==> src/design/wvs_pkg.sv <==
// shared types and constants for the weighted volume selector
package wvs_pkg;

    localparam int MAX_ENTRIES = 64;
    localparam int WEIGHT_BITS = 32;
    localparam int RAND_BITS   = 16;
    localparam int SUM_W       = 38;
    localparam int IDX_W       = $clog2(MAX_ENTRIES);
    localparam int CNT_W       = $clog2(MAX_ENTRIES + 1);
    localparam int PROD_W      = SUM_W + RAND_BITS;
    localparam int IN_TDATA_W  = 48;
    localparam int OUT_TDATA_W = 48;
    localparam int OUT_PAD_W   = OUT_TDATA_W - IDX_W - SUM_W;

    localparam logic REQ_ADD  = 1'b0;
    localparam logic REQ_PICK = 1'b1;

    typedef enum logic [1:0] {
        ST_OK    = 2'd0,
        ST_EMPTY = 2'd1,
        ST_FULL  = 2'd2
    } t_status;

    typedef enum logic [1:0] {
        S_IDLE,
        S_SCAN,
        S_DONE
    } t_state;

    typedef struct packed {
        logic                   we;
        logic [IDX_W-1:0]       waddr;
        logic [WEIGHT_BITS-1:0] wdata;
        logic [IDX_W-1:0]       raddr;
    } t_tbl_cmd;

endpackage

==> src/design/weighted_volume_selector.sv <==
// weighted volume selector top level: roulette wheel pick over a weight table
//
// channel   dir  tdata (low bit up)                      tuser
// s_axis    in   weight[31:0], rand_frac[47:32]          req_type[0]
// m_axis    out  entry_index[5:0], total_weight[43:6]    status[1:0]
//
// add, empty pick and single entry pick: result register, then output register
// pick over more entries: scan from index 0 up to k, one table read per scan cycle
// through the single table read port, then result register and output register
// one request at a time; a new request is taken while a result waits
// reset clears entry count, total and output valid; the table is not cleared
module weighted_volume_selector import wvs_pkg::*; (
    input  logic                   i_clk,
    input  logic                   i_rst_n,
    input  logic                   s_axis_tvalid,
    output logic                   s_axis_tready,
    input  logic [IN_TDATA_W-1:0]  s_axis_tdata,   // weight, rand_frac
    input  logic [0:0]             s_axis_tuser,   // req_type
    output logic                   m_axis_tvalid,
    input  logic                   m_axis_tready,
    output logic [OUT_TDATA_W-1:0] m_axis_tdata,   // entry_index, total_weight, zero pad
    output logic [1:0]             m_axis_tuser    // status
);

    t_state                 r_state, n_state;
    logic [CNT_W-1:0]       r_count, n_count;
    logic [SUM_W-1:0]       r_sum, n_sum;
    logic [SUM_W-1:0]       r_sel, n_sel;
    logic [SUM_W:0]         r_acc, n_acc;
    logic [IDX_W-1:0]       r_idx, n_idx;
    t_status                r_res_status, n_res_status;
    logic [IDX_W-1:0]       r_res_index, n_res_index;
    logic [SUM_W-1:0]       r_res_total, n_res_total;
    logic                   r_out_valid, n_out_valid;
    t_status                r_out_status, n_out_status;
    logic [IDX_W-1:0]       r_out_index, n_out_index;
    logic [SUM_W-1:0]       r_out_total, n_out_total;

    t_tbl_cmd               w_cmd;
    logic [WEIGHT_BITS-1:0] w_rd_data;
    logic                   w_accept;
    logic                   w_req;
    logic [WEIGHT_BITS-1:0] w_weight;
    logic [RAND_BITS-1:0]   w_rand;
    logic [PROD_W-1:0]      w_prod;
    logic [SUM_W:0]         w_add_sum;
    logic [SUM_W-1:0]       w_add_sat;
    logic [SUM_W:0]         w_acc_next;
    logic                   w_hit;

    wvs_table u_table (
        .i_clk     (i_clk),
        .i_cmd     (w_cmd),
        .o_rd_data (w_rd_data)
    );

    assign s_axis_tready = (r_state == S_IDLE);
    assign w_accept      = s_axis_tvalid && s_axis_tready;
    assign w_req         = s_axis_tuser[0];
    assign w_weight      = s_axis_tdata[WEIGHT_BITS-1:0];
    assign w_rand        = s_axis_tdata[WEIGHT_BITS +: RAND_BITS];

    assign w_prod     = PROD_W'(r_sum) * PROD_W'(w_rand);
    assign w_add_sum  = {1'b0, r_sum} + (SUM_W+1)'(w_weight);
    assign w_add_sat  = w_add_sum[SUM_W] ? {SUM_W{1'b1}} : w_add_sum[SUM_W-1:0];
    assign w_acc_next = r_acc + (SUM_W+1)'(w_rd_data);
    assign w_hit      = ({1'b0, r_sel} < w_acc_next)
                     || (CNT_W'(r_idx) == r_count - CNT_W'(1));

    always_comb begin
        n_state      = r_state;
        n_count      = r_count;
        n_sum        = r_sum;
        n_sel        = r_sel;
        n_acc        = r_acc;
        n_idx        = r_idx;
        n_res_status = r_res_status;
        n_res_index  = r_res_index;
        n_res_total  = r_res_total;
        n_out_valid  = r_out_valid && !m_axis_tready;
        n_out_status = r_out_status;
        n_out_index  = r_out_index;
        n_out_total  = r_out_total;
        w_cmd.we     = 1'b0;
        w_cmd.waddr  = r_count[IDX_W-1:0];
        w_cmd.wdata  = w_weight;
        w_cmd.raddr  = (r_state == S_SCAN) ? r_idx + IDX_W'(1) : '0;

        case (r_state)
            S_IDLE: begin
                if (w_accept) begin
                    n_state      = S_DONE;
                    n_res_status = ST_OK;
                    n_res_index  = '0;
                    n_res_total  = r_sum;
                    if (w_req == REQ_ADD) begin
                        if (r_count == CNT_W'(MAX_ENTRIES)) begin
                            n_res_status = ST_FULL;
                        end else begin
                            w_cmd.we    = 1'b1;
                            n_count     = r_count + CNT_W'(1);
                            n_sum       = w_add_sat;
                            n_res_index = r_count[IDX_W-1:0];
                            n_res_total = w_add_sat;
                        end
                    end else if (r_count == '0) begin
                        n_res_status = ST_EMPTY;
                    end else if (r_count != CNT_W'(1)) begin
                        n_sel   = w_prod[PROD_W-1:RAND_BITS];
                        n_acc   = '0;
                        n_idx   = '0;
                        n_state = S_SCAN;
                    end
                end
            end
            S_SCAN: begin
                if (w_hit) begin
                    n_res_status = ST_OK;
                    n_res_index  = r_idx;
                    n_res_total  = r_sum;
                    n_state      = S_DONE;
                end else begin
                    n_acc = w_acc_next;
                    n_idx = r_idx + IDX_W'(1);
                end
            end
            S_DONE: begin
                if (!r_out_valid || m_axis_tready) begin
                    n_out_valid  = 1'b1;
                    n_out_status = r_res_status;
                    n_out_index  = r_res_index;
                    n_out_total  = r_res_total;
                    n_state      = S_IDLE;
                end
            end
            default: begin
                n_state = S_IDLE;
            end
        endcase
    end

    always_ff @(posedge i_clk) begin
        if (!i_rst_n) begin
            r_state     <= S_IDLE;
            r_count     <= '0;
            r_sum       <= '0;
            r_out_valid <= 1'b0;
        end else begin
            r_state     <= n_state;
            r_count     <= n_count;
            r_sum       <= n_sum;
            r_out_valid <= n_out_valid;
        end
    end

    always_ff @(posedge i_clk) begin
        r_sel        <= n_sel;
        r_acc        <= n_acc;
        r_idx        <= n_idx;
        r_res_status <= n_res_status;
        r_res_index  <= n_res_index;
        r_res_total  <= n_res_total;
        r_out_status <= n_out_status;
        r_out_index  <= n_out_index;
        r_out_total  <= n_out_total;
    end

    assign m_axis_tvalid = r_out_valid;
    assign m_axis_tdata  = {{OUT_PAD_W{1'b0}}, r_out_total, r_out_index};
    assign m_axis_tuser  = r_out_status;

endmodule

==> src/design/wvs_table.sv <==
// weight table memory with one write port and a registered read port
module wvs_table import wvs_pkg::*; (
    input  logic                   i_clk,
    input  t_tbl_cmd               i_cmd,
    output logic [WEIGHT_BITS-1:0] o_rd_data
);

    logic [WEIGHT_BITS-1:0] r_mem [MAX_ENTRIES];
    logic [WEIGHT_BITS-1:0] r_rd_data;

    always_ff @(posedge i_clk) begin
        if (i_cmd.we) begin
            r_mem[i_cmd.waddr] <= i_cmd.wdata;
        end
        r_rd_data <= r_mem[i_cmd.raddr];
    end

    assign o_rd_data = r_rd_data;

endmodule

==> config.mk <==
export PLATFORM = sky130hd
export DESIGN_NAME = weighted_volume_selector
export DESIGN_NICKNAME = d
export VERILOG_FILES = /design/src/design/wvs_pkg.sv /design/src/design/weighted_volume_selector.sv /design/src/design/wvs_table.sv
export SDC_FILE = /design/constraint.sdc
export NUM_CORES = 2
export LEC_CHECK = 0
export BUFFER_PORTS_ARGS = -buffer_cell sky130_fd_sc_hd__buf_2
export CORE_ASPECT_RATIO = 0.7
export CORE_MARGIN = 3
export CORE_UTILIZATION = 60
export DETAILED_ROUTE_END_ITERATION = 10
export PLACE_DENSITY = 0.77
export REMOVE_ABC_BUFFERS = 1
export SLEW_MARGIN = 30
export SYNTH_ARGS = -nofsm -noshare
export SYNTH_HDL_FRONTEND = slang
export SYNTH_HIERARCHICAL = 1
export SYNTH_SLANG_ARGS = --single-unit
==> constraint.sdc <==
create_clock -name i_clk -period 12.3 [get_ports i_clk]
set_clock_uncertainty 0.1 [all_clocks]
set_input_delay 3.075 -clock i_clk [delete_from_list [all_inputs] [get_ports i_clk]]
set_output_delay 3.075 -clock i_clk [all_outputs]
set_load 0.05 [all_outputs]
# Word level (Yosys, flattened, before mapping)
# Memories as Yosys holds them, arrays and structs flattened. A register that Yosys moved wholly into a read port is not among the register bits.
# Index checks and enable logic that the tools add are counted.
word_totals:
  ff_bits: 223
  wordCells: 97
  inputBits: 53
  mem_count: 1
  ram_bits: 2048
classes:
  n_lt_le_gt_ge: 1
  n_bitwise: 3
  n_reduce_logical: 16
  eq_ne: 12
  multipliers: 1
  add_sub_neg: 5
  muxes: 45
mem_list:
  columns: ["name", "depth", "width", "read_ports", "rd_ports_with_merged_regs", "wr", "line_no", "rtl"]
  rows:
  - ["u_table.r_mem", 64, 32, 1, 1, 1, "wvs_table.sv:8", "logic [WEIGHT_BITS-1:0] r_mem [MAX_ENTRIES];"]
ops:
  columns: ["operator", "n"]
  rows:
  - ["$mux W39", 5]
  - ["$mux W38", 5]
  - ["$pmux W39 S2", 1]
  - ["$pmux W38 S2", 1]
  - ["$mux W6", 10]
  - ["$mul A38 B16 Y54", 1]
  - ["$add A38 B32 Y39", 1]
  - ["$add A39 B32 Y39", 1]
  - ["$lt A38 B39 Y1", 1]
  - ["$pmux W6 S2", 2]
  - ["$mux W2", 10]
  - ["$mux W1", 9]
  - ["$ne A2 B2 Y1 const B", 4]
  - ["$add A7 B1 Y7 const B", 1]
  - ["$eq A6 B7 Y1", 1]
  - ["$eq A7 B7 Y1 const B", 1]
  - ["$logic_not A7 Y1", 1]
  - ["$ne A7 B1 Y1 const B", 1]
  - ["$sub A7 B1 Y7 const B", 1]
  - ["$add A6 B1 Y6 const B", 1]
  - ["$ne A2 B1 Y1 const B", 3]
  - ["$pmux W2 S3", 1]
  - ["$reduce_and A3 Y1", 2]
  - ["$reduce_and A6 Y1", 1]
  - ["other kinds (12)", 18]

# Longest topological paths before layout
logic_depth:
  depth_word: 7
  mapped_depth: 25
  ltp_nobuf: 23

# By module
# Netlist, hierarchy kept.
by_module_without_submodules:
  columns: ["module", "seq_area_each_um2", "n_inst", "cells_per_inst", "area_each_um2"]
  rows:
  - ["wvs_table", 62139.6, 1, 3324, 78512.8]
  - ["weighted_volume_selector", 6216.0, 1, 3369, 31214.9]

# Worst setup path before layout
# No wires, ideal clock.
synth_path:
  kind: "input to register"
  from: "in s_axis_tdata[33]"
  to: "reg r_sel[24] (data pin)"
  cell_stages: 25
  arrival_time_ns: 8.716
  n_path_buf: 3
  setup_slack_ns: 3.219
  required_time_ns: 11.935
  setup_ns: 0.265
  path_cell_list: "clkbuf_1 clkbuf_1 nand2_1 fa_1 inv_1 fa_1 inv_1 fa_1 inv_1 fa_1 fa_1 inv_1 fa_1 inv_1 ha_1 clkbuf_1 a21o_1 a21o_1 a21oi_1 nor2_1 a21oi_1 a21oi_1 o31ai_1 o21ai_0 xor2_1"
synth_between:
  elab_chain_cells: 1
synth_lines:
  columns: ["item", "line_no", "rtl"]
  rows:
  - ["from (decl)", "weighted_volume_selector.sv:17", "input logic [IN_TDATA_W-1:0] s_axis_tdata,"]
  - ["$mul A38 B16 Y54", "weighted_volume_selector.sv:63", "assign w_prod = PROD_W'(r_sum) * PROD_W'(w_rand);"]
  - ["named net w_prod[40]", "weighted_volume_selector.sv:45", "logic [PROD_W-1:0] w_prod;"]
  - ["to (signal assigned)", "weighted_volume_selector.sv:157", "r_sel <= n_sel;"]
  - ["to (decl)", "weighted_volume_selector.sv:28", "logic [SUM_W-1:0] r_sel, n_sel;"]
# The timed path passes the listed nets, and every way through them passes these cells.
# A chain may end at the register's enable or synchronous reset.

# Final worst setup path
# Ends and elaborated chain as after synthesis.

==> impl_results.md <==
* Gpl congestion at 0.966
* Yosys reg bits at 2303
* Latest clock arrival within the worst-skew pair at 870 ps
* Cells after Synth at 6693
* CP required at 12800 ps
* Hpwl dp at 181 mm
* Crit share post-route at 76.4%
* Crit-path max FO at 38
* Reg2Reg Depth at 19
* Util after Layout at 66.7%
* Setup WS pre-CTS at 2180 ps
* Fin nets at 7590
* Reg clk slew, reported paths at 60 ps
* Initial antenna violation count at 21
* Reg2Reg Setup Slack at 4850 ps
* Leading area contributor after synthesis: edfxtp_1
* Share of cells above drive strength 1 at 18.1%
* Syn Area/Cell at 16.4 um^2
* Vias in the first global route at 63080
* First-pass GRT wire length at 437 mm
* Cts repair resizes at 0
* Total setup buffers inserted after CTS at 0
* Top cells by area, synth: edfxtp_1 (61%), mux4_2 (11%), fa_1 (9.2%), ha_1 (2.6%), inv_1 (2.1%)
* Initial DRC Count at 9269
* ANT nets after route at 0
* RR Startpoint: r_sum[16]
* All-Layer GR Usage at 32.5%
* CTS Buf Count at 202
* Fin. Hold Viols at 0
* Worst hold endpoint: r_out_total[15]
* Power Density at 154 mW/mm^2
* Max Slew Vio Count at 0
* Top post-synthesis cells by count: edfxtp_1 (2223), inv_1 (601), mux4_2 (544), nand2_1 (544), fa_1 (503)
* Final WS setup at 2900 ps
* Non-filler cells, final at 9357
* RSZ-0062 raised after global routing: false
* Effective utilization at floorplan at 60.8%
* Die Wd at 517 um
* Post-layout min period at 9400 ps
* Core area at 0.181 mm^2
* DRC Markers at 0
* Syn Std Cell Area at 0.110 mm^2
* Dominant cell by count in the synthesized netlist: edfxtp_1
* End of the worst register-to-register path: r_sel[24]
* Leakage at 41.2 nW
* Worst rel slew slack at 28.5%
* Async SR Flop Fraction at 0%
* Die Y at 364 um
* Peak VDD IR at 0.158 mV
* H-tree Lvls at 4
* Worst Min Path Start: r_res_total[15]
* Clock Tree Buf Depth at 3
* Worst min-delay path class: reg -> reg
* CTS tree: built
* Warnings, synthesis at 6
* Via count at 63142
* Crit path DAT at 9890 ps
* F_max at 106 MHz
* Least-Margin Pin Slew at 1070 ps
* Cells after DPL at 8977
* Area growth, synth to finish at 9.75%
* Run status: finished clean
* Full die area at 0.188 mm^2
* CP Capture Type: flip-flop
* CTS Hold Bufs at 0
* PortBufs at 100
* Routed WL per cell at 32.1 um
* WS Path Type: in -> reg
* Predominant post-synthesis flop cell: edfxtp_1
* # rows at 130
* I/O pin total at 105
* Part of the Yosys area used for sequential elements at 62.3%
* CP startpoint kind: primary input
* Sink Count at 2303
* Worst hold path depth at 0
* Vias per inst at 6.75
* Post-synth EDFFs at 2223
* DRT Wirelength at 300 mm
* Total gr overflow at 0
* Setup-failing EPs final at 0
* Largest net degree at the start of global routing at 101
* Cell variety after synth at 91
* Clk root buf: clkbuf_16
* Top-area cell type share of the netlist area at 60.8%
* Detailed Routing Iterations Pass 1 at 5
* Max-cap violations at 0
[worst max-delay path, stage by stage]
cell       delay (ps)
buf_2             670
nand2_1           190
fa_1              550
fa_1              520
fa_1              520
inv_1              60
fa_1              490
fa_1              500
inv_1              50
fa_1              470
inv_1              40
ha_1              350
a2111oi_0         360
o21ai_0           160
o21a_1            180
a21oi_1           360
a21oi_1           210
o31ai_1           650
o21ai_0           230
xor2_1            180
[how the worst max path moves through the flow]
stage                                start                     to  cells past startpoint
after detailed placement  s_axis_tdata[33]              r_sel[35]                     23
final                     s_axis_tdata[33]              r_sel[24]                     20
after floorplan                 r_state[1]  u_table/o_rd_data[29]                      7
after global placement    s_axis_tdata[33]              r_sel[24]                     23
after global routing      s_axis_tdata[33]              r_sel[24]                     20
after CTS                 s_axis_tdata[33]              r_sel[35]                     23
[cell usage in the layout (no fill, tap or decap), drive strengths merged, types with 50 or more instances in the layout]
cell,n
a21o,53
a21oi,205
and2,211
buf,269
clkbuf,239
clkinv,81
dfxtp,80
edfxtp,2223
fa,503
ha,229
inv,610
mux2i,96
mux4,544
nand2,544
nand3,50
nor2,274
o21ai,98
o22ai,87
xnor2,57
xor2,55
[flip-flops by register name, indices dropped and copies added (netlist names), 6 cells and up]
register,cells
r_sel,38
r_out_total,38
r_out_index,6
r_count,7
r_sum,38
r_res_index,6
u_table/r_mem,2048
r_res_total,38
u_table/o_rd_data,32
r_idx,6
r_acc,39
[stage by stage]
step,hold slack [ps],instance area [um^2],power (mW),TNS (ps)
after floorplan,300,108000,11.0,-1012910
after global placement,301,113000,11.9,0
after detailed placement,305,113000,11.9,0
after CTS,305,120000,18.5,0
after global routing,323,120000,19.2,0
final,306,120000,18.5,0
[power breakdown]
part	switching, mW	internal, mW	total, mW
combinational	1.95	1.07	3.02
clock	2.98	3.68	6.65
sequential	0.0819	8.74	8.82
[cell type report]
class / count / area, um^2
Timing Repair Buffer: 269 / 1820
Inverter: 602 / 2260
Antenna cell: 8 / 20.0
Clock inverter: 133 / 1670
Multi-Input combinational cell: 3427 / 38100
Tap cell: 2376 / 2970
Clock buffer: 239 / 5250
Fill cell: 11678 / 60100
Sequential cell: 2303 / 68400
[metal layers]
metal / vias to the layer above / GRT usage, % / part of all wire (%)
li1: 25110 / - / -
met5: - / 0.279 / 0.016
met2: 4738 / 46.7 / 45
met4: 8 / 10.0 / 3.1
met1: 32743 / 48.1 / 38
met3: 543 / 10.4 / 15
[kinds of logic after synthesis]
logic type | Yosys count | synth area share (%)
flip-flops | 2303 | 62.3
AO/OA/AOI/OAI | 676 | 4.13
multiplexers | 643 | 12.1
XOR/XNOR | 112 | 0.894
AND/OR/NAND/NOR | 1260 | 5.29
buffers and inverters | 966 | 3.53
adder cells (fa/ha/maj) | 732 | 11.8
other | 1 | 0.00342
Power figures use the tool's default switching activity.
